===== src/hw/rtl/fgc_pkg.sv =====
// Shared types, widths and status codes for the glyph cache.
`default_nettype none

package fgc_pkg;

  localparam int DEFAULT_DEPTH = 256;

  localparam int CP_W     = 21;
  localparam int SIZE_W   = 8;
  localparam int KEY_W    = SIZE_W + CP_W;
  localparam int GLYPH_W  = 64;
  localparam int CAP_W    = 9;
  localparam int STATUS_W = 3;
  localparam int ECOUNT_W = 9;
  localparam int PADDR_W  = 3;
  localparam int PDATA_W  = 32;

  localparam logic [CAP_W-1:0]  CAP_RESET  = 9'd256;
  localparam logic [SIZE_W-1:0] SIZE_RESET = 8'd16;

  // Register indexes.
  localparam logic REG_CAPACITY   = 1'b0;
  localparam logic REG_GLYPH_SIZE = 1'b1;

  // Result status codes.
  localparam logic [STATUS_W-1:0] ST_HIT     = 3'd0;
  localparam logic [STATUS_W-1:0] ST_FILLED  = 3'd1;
  localparam logic [STATUS_W-1:0] ST_BYPASS  = 3'd2;
  localparam logic [STATUS_W-1:0] ST_FAILED  = 3'd3;
  localparam logic [STATUS_W-1:0] ST_CLEARED = 3'd4;

  localparam logic ACT_LOOKUP = 1'b0;
  localparam logic ACT_CLEAR  = 1'b1;

  typedef struct packed {
    logic               action;
    logic [CP_W-1:0]    code_point;
    logic               load_ok;
    logic [GLYPH_W-1:0] loaded_glyph;
  } in_item_t;

  typedef struct packed {
    logic [STATUS_W-1:0] status;
    logic [GLYPH_W-1:0]  glyph_word;
    logic [ECOUNT_W-1:0] entry_count;
  } out_item_t;

  typedef struct packed {
    logic [CAP_W-1:0]  capacity;
    logic [SIZE_W-1:0] glyph_size;
  } cfg_regs_t;

  // Commands from the controller to the datapath.
  typedef struct packed {
    logic                load;
    logic                clear;
    logic                set_bypass;
    logic                srch_start;
    logic                issue;
    logic                evict;
    logic                insert;
    logic                word_hit;
    logic                set_status;
    logic [STATUS_W-1:0] status;
    logic                emit;
  } dp_cmd_t;

  // Status from the datapath to the controller.
  typedef struct packed {
    logic action;
    logic bypass;
    logic cap_zero;
    logic load_ok;
    logic hit;
    logic more;
    logic pend;
    logic evict_need;
    logic out_free;
  } dp_sts_t;

endpackage

`default_nettype wire


===== src/hw/rtl/fgc_ctrl.sv =====
// Controller state machine: sequences decode, search, eviction and result.
`default_nettype none

module fgc_ctrl (
  input  wire                 clk,
  input  wire                 rst_n,
  input  wire                 in_valid,
  output logic                in_stall,
  input  fgc_pkg::dp_sts_t    sts,
  output fgc_pkg::dp_cmd_t    cmd
);

  typedef enum logic [2:0] {
    S_IDLE,
    S_DECIDE,
    S_SEARCH,
    S_EVICT,
    S_RESULT
  } state_t;

  state_t state_r;
  state_t state_nxt;

  assign in_stall = (state_r != S_IDLE);

  always_comb begin
    state_nxt = state_r;
    cmd       = '0;
    unique case (state_r)
      S_IDLE: begin
        if (in_valid) begin
          cmd.load  = 1'b1;
          state_nxt = S_DECIDE;
        end
      end
      S_DECIDE: begin
        if (sts.action == fgc_pkg::ACT_CLEAR) begin
          cmd.clear      = 1'b1;
          cmd.set_status = 1'b1;
          cmd.status     = fgc_pkg::ST_CLEARED;
          state_nxt      = S_RESULT;
        end else if (sts.bypass) begin
          cmd.set_status = 1'b1;
          cmd.status     = fgc_pkg::ST_BYPASS;
          state_nxt      = S_RESULT;
        end else if (sts.cap_zero) begin
          cmd.set_bypass = 1'b1;
          cmd.set_status = 1'b1;
          cmd.status     = fgc_pkg::ST_BYPASS;
          state_nxt      = S_RESULT;
        end else begin
          cmd.srch_start = 1'b1;
          state_nxt      = S_SEARCH;
        end
      end
      S_SEARCH: begin
        // A read is issued every cycle while entries remain; the compare follows in the next cycle.
        if (sts.hit) begin
          cmd.word_hit   = 1'b1;
          cmd.set_status = 1'b1;
          cmd.status     = fgc_pkg::ST_HIT;
          state_nxt      = S_RESULT;
        end else if (sts.more) begin
          cmd.issue = 1'b1;
        end else if (!sts.pend) begin
          if (!sts.load_ok) begin
            cmd.set_status = 1'b1;
            cmd.status     = fgc_pkg::ST_FAILED;
            state_nxt      = S_RESULT;
          end else begin
            state_nxt = S_EVICT;
          end
        end
      end
      S_EVICT: begin
        if (sts.evict_need) begin
          cmd.evict = 1'b1;
        end else begin
          cmd.insert     = 1'b1;
          cmd.set_status = 1'b1;
          cmd.status     = fgc_pkg::ST_FILLED;
          state_nxt      = S_RESULT;
        end
      end
      S_RESULT: begin
        if (sts.out_free) begin
          cmd.emit  = 1'b1;
          state_nxt = S_IDLE;
        end
      end
      default: state_nxt = S_IDLE;
    endcase
  end

  always_ff @(posedge clk) begin
    if (!rst_n) begin
      state_r <= S_IDLE;
    end else begin
      state_r <= state_nxt;
    end
  end

endmodule

`default_nettype wire


===== config.mk =====
export PLATFORM = sky130hd
export DESIGN_NAME = fgc_ctrl
export DESIGN_NICKNAME = d
export VERILOG_FILES = /design/src/hw/rtl/fgc_pkg.sv /design/src/hw/rtl/fgc_ctrl.sv
export SDC_FILE = /design/constraint.sdc
export NUM_CORES = 1
export LEC_CHECK = 0
export BUFFER_PORTS_ARGS = -buffer_cell sky130_fd_sc_hd__buf_2
export CORE_AREA = 3 3 40 42
export CTS_CLUSTER_SIZE = 25
export DETAILED_ROUTE_END_ITERATION = 12
export DIE_AREA = 0 0 43 45
export GPL_TIMING_DRIVEN = 0
export PLACE_DENSITY = 0.55
export REMOVE_ABC_BUFFERS = 1
export SLEW_MARGIN = 0
export SYNTH_ARGS = -nofsm -noshare
export SYNTH_HDL_FRONTEND = slang
export SYNTH_SLANG_ARGS = --single-unit

===== constraint.sdc =====
create_clock -name clk -period 1.5 [get_ports clk]
set_clock_uncertainty 0.05 [all_clocks]
set_input_delay 0.15 -clock clk [delete_from_list [all_inputs] [get_ports clk]]
set_output_delay 0.15 -clock clk [all_outputs]
set_load 0.01 [all_outputs]

==> reports/metrics.yaml <==
outcome:
  outcome: "finished with violations"
  violations: "negative setup slack"
place:
  port_buffers: 25
  placedCellCount: 87
  gp_congestion: 0.715
  dp_hpwl_um: 787
  dpl-instance-area_um2: 498
layout:
  final_area_um2: 716
  largest_register_ffs: 3
  final_common_cell: "buf_2"
  final_cell_mix: "buf_2, buf_4, nand2_1"
  syn_to_final_growth_pct: 93.9
  final_net_count: 101
  top_regs: "state_r (3)"
  num_antenna_cells: 0
  final_layout_size_suffix_gt1_share_pct: 65.9
  instances_no_fill: 103
  regMostFlops: "state_r"
worst_hold_path:
  hp-class: "in2reg"
grt:
  grt_pass1_vias: 463
  grt_pass1_wl_mm: 1.91
  grt_max_degree: 12
  track_usage_pct: 12.7
  overflow: 0
  antenna_found_initial: 0
sta:
  maxSlewViolCount: 0
  worst_slack_ns: -0.124
  period_needed_ns: 1.62
  hold_violations: 0
  setup_violations: 6
  slew_headroom_pct: 71.9
  worstMarginPinSlew_ns: 0.420
  holdWs_ns: 0.138
  rsz0062_at_grt: "yes"
  period_share_pct: 108
  fmax_mhz: 616
clock_network:
  cts.sinks: 3
  cts_buffer_depth: 2
  clk_latency_ns: 0.23
  cts_tree: "done"
  cts_made_buffers: 3
  cts.htree.levels: 1
  root_buffer: "clkbuf_4"
  hold_buffers: 0
  clk_pin_slew_ns: 0.03
routing:
  routed_wirelength_mm: 1.35
  avgViaCountPerCell: 5.00
  detailroute.via_count: 515
  first_iter_violations: 6
  final_antenna_net_count: 0
  wire_per_inst_um: 13.1
  drt_first_pass_iters: 4
  drc_errors: 0
yosys:
  synthCells: 50
  avgSynthCellArea_um2: 7.38
  yosysWarningCount: 0
  synth-seq-cells: 3
  synth_area_um2: 369
  seq_area_frac_synth_pct: 16.3
  ys_types: 26
pwr:
  netSwitchingPower_w: 0.000173
  irDropWorstVdd_v: 0.000496
  pwr-share-seq_pct: 20.3
  p_sw_share_pct: 35.4
  leakage_nw: 0.351
  internal_power_w: 0.000316
  combPwrFrac_pct: 51.2
  clkPwrFrac_pct: 28.5
  p_per_area_nw_per_um2: 684
floorplan:
  die_w_um: 43
  coreArea_um2: 1280
  ios: 26
  die_height_um: 45
  rows: 13
  dieArea_um2: 1940
  start_util_pct: 28.7
critical_path:
  critPathKind: "reg2out"
  start_kind: "flip-flop"
  end_kind: "output pin"
  cp.required_ns: 1.30
  crit_fanout: 6
  critPathArrivalTime_ns: 1.42
  r2r_setup_slack_ns: -0.07
run:
  max-cap-violations: 0
[worst paths after layout]
check                           cells after the start          to       start
worst max register to register                      6  state_r[0]  state_r[2]
worst max-delay path                                3     cmd[10]  state_r[1]
worst min-delay path                                2  state_r[0]       rst_n
worst min register to register                      3  state_r[1]  state_r[1]
[layout make-up]
class	count	area [µm²]
multi-input combinational	42	357
clock buffer	4	26.3
tap	15	18.8
fill	127	569
timing repair buffer	37	235
inverter	2	7.51
sequential	3	71.3
[cells in the mapped netlist]
master | instances | area share [%]
and3_1 | 1 | 1.7
buf_2 | 3 | 4.1
a31oi_1 | 1 | 1.7
o21ai_0 | 1 | 1.4
nor3_4 | 1 | 4.4
nor4bb_1 | 1 | 2.7
nor2b_1 | 2 | 3.4
a21o_1 | 1 | 2.0
or4_1 | 1 | 2.0
and2_1 | 3 | 5.1
nor3b_1 | 2 | 4.1
nor4_1 | 1 | 1.7
nor4b_4 | 1 | 6.4
a21oi_1 | 3 | 4.1
dfxtp_1 | 3 | 16
o21a_1 | 3 | 6.1
nor4b_1 | 2 | 4.7
nor3_1 | 5 | 6.8
o21ai_1 | 1 | 1.4
nand3_1 | 2 | 2.7
or3_1 | 1 | 1.7
inv_1 | 2 | 2.0
nor2_1 | 3 | 3.1
nand2_1 | 4 | 4.1
mux2i_1 | 1 | 2.7
or4b_4 | 1 | 3.7
[power by group through the flow]
stage	clock (W)	sequential, W	combinational, W
3_5_place_dp	0	0.000121	0.000139
5_1_grt	0.000148	0.000100	0.000273
2_1_floorplan	0	0.000113	0.0000844
4_1_cts	0.000146	0.0000981	0.000205
3_3_place_gp	0	0.000121	0.000140
6_report	0.000139	0.0000993	0.000251
[through the flow]
step           TNS [ns]  total power, W  setup slack [ns]  utilization (%)
6_report         -0.444        0.000490            -0.124             55.7
3_5_place_dp     -0.518        0.000260            -0.174             38.8
5_1_grt          -0.959        0.000520            -0.162             55.7
2_1_floorplan    -0.113        0.000197           -0.0775                -
4_1_cts          -0.414        0.000449            -0.139             49.3
3_3_place_gp     -0.588        0.000261            -0.188             38.8
[what timing repair did]
action	CTS	global route
setup endpoints to repair	12	13
buffers inserted	9	3
pin swaps	6	3
gates resized for setup	10	12
[kinds of logic after synthesis]
family	Yosys count	synth area share (%)
DFF	3	16.3
muxes	1	2.71
buffers and inverters	5	6.10
AOI/OAI and AO/OA	10	16.6
and+or+nand+nor	31	58.3
[routing by layer]
layer	vias up	global-route usage, %	routed length, µm
met2	13	22.5	740
li1	261	-	-
met5	-	0	0
met1	241	16.3	563
met3	0	0.398	47
met4	0	5.42	0
[worst max-delay path: stages (launching register included)]
cell	delay (ns)
dfxtp_4	0.35
or4b_4	0.54
nor3b_2	0.16
buf_2	0.14
Power figures use the tool's default switching activity.
