## config.mk

```make
export PLATFORM = sky130hd
export DESIGN_NAME = fgc_regs
export DESIGN_NICKNAME = d
export VERILOG_FILES = /design/src/hw/rtl/fgc_pkg.sv /design/src/hw/rtl/fgc_regs.sv
export SDC_FILE = /design/constraint.sdc
export NUM_CORES = 1
export LEC_CHECK = 0
export ABC_CLOCK_PERIOD_IN_PS = 800
export CORE_MARGIN = 2
export CORE_UTILIZATION = 55
export CTS_CLUSTER_SIZE = 24
export DETAILED_ROUTE_END_ITERATION = 10
export DONT_BUFFER_PORTS = 1
export PLACE_DENSITY_LB_ADDON = 0.08
export SLEW_MARGIN = 20
export SYNTH_ARGS = -nofsm -noshare
export SYNTH_HDL_FRONTEND = slang
export SYNTH_SLANG_ARGS = --single-unit
```

## constraint.sdc

```tcl
create_clock -name clk -period 0.8 [get_ports clk]
set_input_delay 0.08 -clock clk [delete_from_list [all_inputs] [get_ports clk]]
set_output_delay 0.08 -clock clk [all_outputs]
set_load 0.05 [all_outputs]
```

## src/hw/rtl/fgc_pkg.sv

```systemverilog
// Shared types, widths and status codes for the glyph cache.
`default_nettype none

package fgc_pkg;

  localparam int DEFAULT_DEPTH = 256;

  localparam int CP_W     = 21;
  localparam int SIZE_W   = 8;
  localparam int KEY_W    = SIZE_W + CP_W;
  localparam int GLYPH_W  = 64;
  localparam int CAP_W    = 9;
  localparam int STATUS_W = 3;
  localparam int ECOUNT_W = 9;
  localparam int PADDR_W  = 3;
  localparam int PDATA_W  = 32;

  localparam logic [CAP_W-1:0]  CAP_RESET  = 9'd256;
  localparam logic [SIZE_W-1:0] SIZE_RESET = 8'd16;

  // Register indexes.
  localparam logic REG_CAPACITY   = 1'b0;
  localparam logic REG_GLYPH_SIZE = 1'b1;

  // Result status codes.
  localparam logic [STATUS_W-1:0] ST_HIT     = 3'd0;
  localparam logic [STATUS_W-1:0] ST_FILLED  = 3'd1;
  localparam logic [STATUS_W-1:0] ST_BYPASS  = 3'd2;
  localparam logic [STATUS_W-1:0] ST_FAILED  = 3'd3;
  localparam logic [STATUS_W-1:0] ST_CLEARED = 3'd4;

  localparam logic ACT_LOOKUP = 1'b0;
  localparam logic ACT_CLEAR  = 1'b1;

  typedef struct packed {
    logic               action;
    logic [CP_W-1:0]    code_point;
    logic               load_ok;
    logic [GLYPH_W-1:0] loaded_glyph;
  } in_item_t;

  typedef struct packed {
    logic [STATUS_W-1:0] status;
    logic [GLYPH_W-1:0]  glyph_word;
    logic [ECOUNT_W-1:0] entry_count;
  } out_item_t;

  typedef struct packed {
    logic [CAP_W-1:0]  capacity;
    logic [SIZE_W-1:0] glyph_size;
  } cfg_regs_t;

  // Commands from the controller to the datapath.
  typedef struct packed {
    logic                load;
    logic                clear;
    logic                set_bypass;
    logic                srch_start;
    logic                issue;
    logic                evict;
    logic                insert;
    logic                word_hit;
    logic                set_status;
    logic [STATUS_W-1:0] status;
    logic                emit;
  } dp_cmd_t;

  // Status from the datapath to the controller.
  typedef struct packed {
    logic action;
    logic bypass;
    logic cap_zero;
    logic load_ok;
    logic hit;
    logic more;
    logic pend;
    logic evict_need;
    logic out_free;
  } dp_sts_t;

endpackage

`default_nettype wire

```

## src/hw/rtl/fgc_regs.sv

```systemverilog
// Configuration register file behind the APB-style port.
`default_nettype none

module fgc_regs (
  input  wire                         clk,
  input  wire                         rst_n,
  input  wire                         psel,
  input  wire                         penable,
  input  wire                         pwrite,
  input  wire  [fgc_pkg::PADDR_W-1:0] paddr,
  input  wire  [fgc_pkg::PDATA_W-1:0] pwdata,
  output logic [fgc_pkg::PDATA_W-1:0] prdata,
  output logic                        pready,
  output fgc_pkg::cfg_regs_t          regs
);

  fgc_pkg::cfg_regs_t regs_r;
  fgc_pkg::cfg_regs_t regs_nxt;
  logic               addr_ok;
  logic               wr_en;

  assign pready  = 1'b1;
  assign addr_ok = (paddr[1:0] == 2'b00);
  assign wr_en   = psel & penable & pwrite;

  always_comb begin
    regs_nxt = regs_r;
    if (wr_en) begin
      unique case (paddr[2])
        fgc_pkg::REG_CAPACITY:   regs_nxt.capacity   = pwdata[fgc_pkg::CAP_W-1:0];
        fgc_pkg::REG_GLYPH_SIZE: regs_nxt.glyph_size = pwdata[fgc_pkg::SIZE_W-1:0];
        default:                 regs_nxt = regs_r;
      endcase
    end
  end

  always_ff @(posedge clk) begin
    if (!rst_n) begin
      regs_r.capacity   <= fgc_pkg::CAP_RESET;
      regs_r.glyph_size <= fgc_pkg::SIZE_RESET;
    end else begin
      regs_r <= regs_nxt;
    end
  end

  always_comb begin
    prdata = '0;
    if (addr_ok) begin
      unique case (paddr[2])
        fgc_pkg::REG_CAPACITY:
          prdata = {{(fgc_pkg::PDATA_W - fgc_pkg::CAP_W){1'b0}}, regs_r.capacity};
        fgc_pkg::REG_GLYPH_SIZE:
          prdata = {{(fgc_pkg::PDATA_W - fgc_pkg::SIZE_W){1'b0}}, regs_r.glyph_size};
        default: prdata = '0;
      endcase
    end
  end

  assign regs = regs_r;

endmodule

`default_nettype wire

```

==> summary.md, run 1 <==
| Metric | Value |
|---|---|
| Synth Register Bits | `17` |
| Status | `stopped before the end` |
| Top-count cell post-synth | `mux2i_1` |
| Register area share after synthesis | `33.21%` |
| Synth top area cells | `dfxtp_1, mux2i_1, buf_4, nand2_1, nor2_1` |
| Simple-gate share of the synthesized area | `19.41%` |
| Top cell type's share of synthesized area | `33.21%` |
| Root Driver | `clkbuf_4` |
| Halt Reason | `[ERROR DPL-0038] Utilization greater than 100%, impossible to legalize` |
| Synth Area in Adders | `0%` |
| Post-synthesis mux area share | `24.42%` |
| TritonCTS buffer count | `3` |
| Mapped cell area | `1025 µm²` |
| Syn Area/Cell | `8.911 µm²` |
| Ys async rst share | `0%` |
| H-tree depth | `1` |
| Starting Density | `58.71%` |
| Die Height | `47.17 µm` |
| Distinct cell type count after synthesis | `14` |
| Number of synthesized flops with an enable pin | `0` |
| Compound-cell area share of the yosys netlist | `0%` |
| Worst-case clock buffer depth | `2` |
| Halt Stage | `clock tree synthesis` |
| Combinational family with the most area after synthesis | `multiplexers` |
| XOR/XNOR share of the synthesized area | `0%` |
| Ys Warns | `0` |
| Setup bufs post-CTS | `21` |
| Post-synth top area cell | `dfxtp_1` |
| HPWL after DPL | `1732 µm` |
| Rows | `15` |
| Post-CTS Resized | `46` |
| Clock sinks | `17` |
| Placed cell count | `158` |
| Die Width | `47.17 µm` |
| CTS Hold Bufs | `2` |
| Placed instance area | `1474 µm²` |
| Final Wtd Congestion | `0.7152` |
| # port buffers | `0` |
| I/O Pins | `90` |
| Post-synth top flop | `dfxtp_1` |
| Top cells by count, synth | `mux2i_1, buf_4, nand2_1` |
| Gate Count Post-Synth | `115` |
==> kinds of logic after synthesis <==
group	count (synthesis)
simple gates	40
buf+inv	31
other cells	2
mux	25
flops	17
==> per-stage QoR <==
step / util [%] / setup WS, ps
3_3_place_gp: 84.44 / -88.49
3_5_place_dp: 84.44 / -93.37
2_1_floorplan: - / -261.9
==> run 2: changes to the inputs <==
==> config.mk (replaced) <==
export PLATFORM = sky130hd
export DESIGN_NAME = fgc_regs
export DESIGN_NICKNAME = d
export VERILOG_FILES = /design/src/hw/rtl/fgc_pkg.sv /design/src/hw/rtl/fgc_regs.sv
export SDC_FILE = /design/constraint.sdc
export NUM_CORES = 1
export LEC_CHECK = 0
export ABC_CLOCK_PERIOD_IN_PS = 1000
export CORE_AREA = 2 2 63 65
export DETAILED_ROUTE_END_ITERATION = 10
export DIE_AREA = 0 0 65 67
export DONT_BUFFER_PORTS = 1
export PLACE_DENSITY_LB_ADDON = 0.15
export SLEW_MARGIN = 20
export SYNTH_ARGS = -nofsm -noshare
export SYNTH_HDL_FRONTEND = slang
export SYNTH_SLANG_ARGS = --single-unit
==> constraint.sdc (replaced) <==
create_clock -name clk -period 1 [get_ports clk]
set_input_delay 0.1 -clock clk [delete_from_list [all_inputs] [get_ports clk]]
set_output_delay 0.1 -clock clk [all_outputs]
set_load 0.05 [all_outputs]
==> run 2 against run 1 <==
  * The flow now finishes, with violations (negative setup slack)
  * Synthesized cell count unchanged
  * Synthesized area unchanged
==> summary.md, run 2 <==
| Metric | Value |
|---|---|
| Detailed route wirelength on metal2 | `1342 µm` |
| Simple-gate share of the synthesized area | `19.41% (unchanged)` |
| Initial antenna violation count | `0` |
| CP startpoint kind | `flop` |
| Latest clock arrival within the worst-skew pair | `240 ps` |
| Critical path class | `reg -> out` |
| Worst Setup End Kind | `primary output` |
| Synth Area in Adders | `0% (unchanged)` |
| DR top layer | `met4` |
| Tot GR Track Use | `12.37%` |
| Post-route cell area | `1577 µm²` |
| Worst r2r src | `regs[4]$_SDFFE_PN1P_` |
| WL met3 | `218 µm` |
| CP Cell Sequence | `mux2i_4 -> nor2_4 -> buf_12` |
| Clock Pin Slew Worst Setup and Hold Paths | `60 ps` |
| Combinational family with the most area after synthesis | `multiplexers` |
| Commonest non-fill, non-tap cell in the layout | `conb_1` |
| Crit path DAT | `960 ps` |
| Non-filler cells, final | `189` |
| Hold_sp | `rst_n` |
| Nets@finish | `182` |
| Worst-case clock buffer depth | `2 (unchanged)` |
| Clock Skew | `0 ps` |
| PwrDens | `1027 nW/µm²` |
| I/O Pins | `90 (unchanged)` |
| Largest net degree at the start of global routing | `17` |
| Slew Limit Fails | `0` |
| Placed instance area | `1398 µm² (-5.2%)` |
| Vias/cell | `4.111` |
| First-pass GRT wire length | `3919 µm` |
| Pre-CTS WS | `47.99 ps (+141.4 ps)` |
| Post-synth top area cell | `dfxtp_1` |
| Crit Path Max Fanout | `2` |
| CTS tree | `built` |
| Iter 0 DRT Violations | `13` |
| Root Driver | `clkbuf_8` |
| Number of global-route vias before repair | `773` |
| Top cells by count, synth | `mux2i_1, buf_4, nand2_1` |
| Ys async rst share | `0% (unchanged)` |
| 1st-pass router iterations | `2` |
| Crit-path max cell delay | `350 ps` |
| Starting Density | `28.42% (-30 points)` |
| DIE AREA | `4355 µm²` |
| Post-layout min period | `1058 ps` |
| Antenna-violating nets left | `0` |
| # setup viols final | `9` |
| Top cell type's share of synthesized area | `33.21% (unchanged)` |
| Crit path max-delay cell type | `dfxtp_4` |
| XOR/XNOR share of the synthesized area | `0% (unchanged)` |
| Synth Register Bits | `17 (unchanged)` |
| Worst Path Required | `900 ps` |
| Synth top area cells | `dfxtp_1, mux2i_1, buf_4, nand2_1, nor2_1` |
| Sw power | `566.2 µW` |
| Top-count cell post-synth | `mux2i_1` |
| HPWL after DPL | `1803 µm (+4.1%)` |
| Mapped cell area | `1025 µm² (unchanged)` |
| Post-synth top flop | `dfxtp_1` |
| Register area share after synthesis | `33.21% (unchanged)` |
| LEAKAGE | `0.6364 nW` |
| H-tree depth | `1 (unchanged)` |
| Most frequent cells in the layout | `conb_1, nand2_1, buf_4, mux2i_1, dfxtp_4` |
| Layout cells sized above 1 | `48.23%` |
| Post-synthesis mux area share | `24.42% (unchanged)` |
| Cell internal pwr | `1.052 mW` |
| Final Hold Fails | `0` |
| Violated checks | `negative setup slack` |
| Area Growth Syn to Fin | `53.85%` |
| # port buffers | `0 (unchanged)` |
| Compound-cell area share of the yosys netlist | `0% (unchanged)` |
| Slew HR | `65.64%` |
| Largest register FFs | `17` |
| Number of synthesized flops with an enable pin | `0 (unchanged)` |
| Core box area | `3606 µm²` |
| Critical path's top delay family | `flip-flops` |
| Diode count | `0` |
| Total Power | `1.618 mW` |
| Rows | `22 (+7)` |
| Setup crit start | `regs[13]$_SDFFE_PN0P_` |
| Setup slack after layout | `-57.52 ps` |
| Syn Area/Cell | `8.911 µm² (unchanged)` |
| Ys Warns | `0 (unchanged)` |
| Congestion Overflow GR | `0` |
| Final period util | `105.8%` |
| Die Height | `67 µm (+42%)` |
| Drt drc | `0` |
| Slew of the pin with the lowest slew margin | `515.4 ps` |
| Distinct cell type count after synthesis | `14 (unchanged)` |
| Area occupied by multi-input gates | `710.7 µm²` |
| Status | `complete, but fails checks` |
| Class of the worst hold path | `in -> reg` |
| Max-cap violations | `0` |
| Flop pwr share | `41.5%` |
| Die Width | `65 µm (+38%)` |
| Peak VDD IR | `0.0003097 V` |
| Final Wtd Congestion | `0.6822 (-4.6%)` |
| RSZ-0062 raised after global routing | `true` |
| Clock Power Share | `30.3%` |
| Buf+Inv Stages, Crit Path | `1` |
| Clock sinks | `17 (unchanged)` |
| Placed cell count | `182 (+15%)` |
| Sw Share | `34.99%` |
| Register area | `404.1 µm²` |
| Routed WL per cell | `13.35 µm` |
| TritonCTS buffer count | `3 (unchanged)` |
| Gate Count Post-Synth | `115 (unchanged)` |
| F_max | `945.6 MHz` |
| Logic gate share of total power | `28.2%` |
| DRT met1 WL | `929 µm` |
| FILL cells | `353` |
| Routed WL | `2524 µm` |
| Core Util, Final | `43.72%` |
| Via count | `777` |
run 2: logic make-up (layout without fill, tap and decap cells):
family / count (synthesis) / in the layout
buf+inv: 31 / 35
flops: 17 / 17
mux: 25 / 25
other cells: 2 / 24
simple gates: 40 / 40
run 2: layout make-up:
cell class                 instances  share of cell area (%)
clock buffer                       4                   2.857
multi-input combinational         89                   45.08
sequential                        17                   25.63
tap                               48                   3.810
timing repair buffer              31                   22.62
run 2: power groups by stage:
stage          clock network, mW  logic, mW  registers, mW
2_1_floorplan                  0      0.404          0.736
3_3_place_gp                   0      0.419          0.679
3_5_place_dp                   0      0.421          0.680
4_1_cts                    0.521      0.456          0.671
5_1_grt                    0.548      0.475          0.673
6_report                   0.490      0.456          0.672
run 2: layer usage:
layer | vias up | global-route usage, %
met5 | - | 0
met4 | 0 | 5.585
met3 | 2 | 3.041
met2 | 35 | 22.68
met1 | 363 | 13.35
li1 | 377 | -
run 2: worst paths after layout:
| kind | end | depth (start not counted) | slack, ps |
|---|---|---|---|
| hold / removal | regs[1]$_SDFFE_PN0P_ | 2 | 3 |
| hold reg to reg | regs[16]$_SDFFE_PN1P_ | 3 | 640 |
| setup reg to reg | regs[4]$_SDFFE_PN1P_ | 3 | 160 |
| setup / recovery | prdata[5] | 3 | -60 |
run 2: through the flow:
stage | setup TNS (ps) | hold slack [ps]
floorplan | -101.9 | 231.6
global placement | 0 | 239.2
detailed placement | 0 | 239.1
CTS | -830.6 | 2.411
global route | -742.5 | 5.048
finish | -421.5 | 3.330
run 2: repair_timing:
action	in CTS	in global routing
pin swaps	8	0
resized for setup	16	2
hold buffers	2	0
endpoints found under the setup margin	9	21
endpoints found under the hold margin	11	0
setup buffers	1	0
Power figures use the tool's default switching activity.
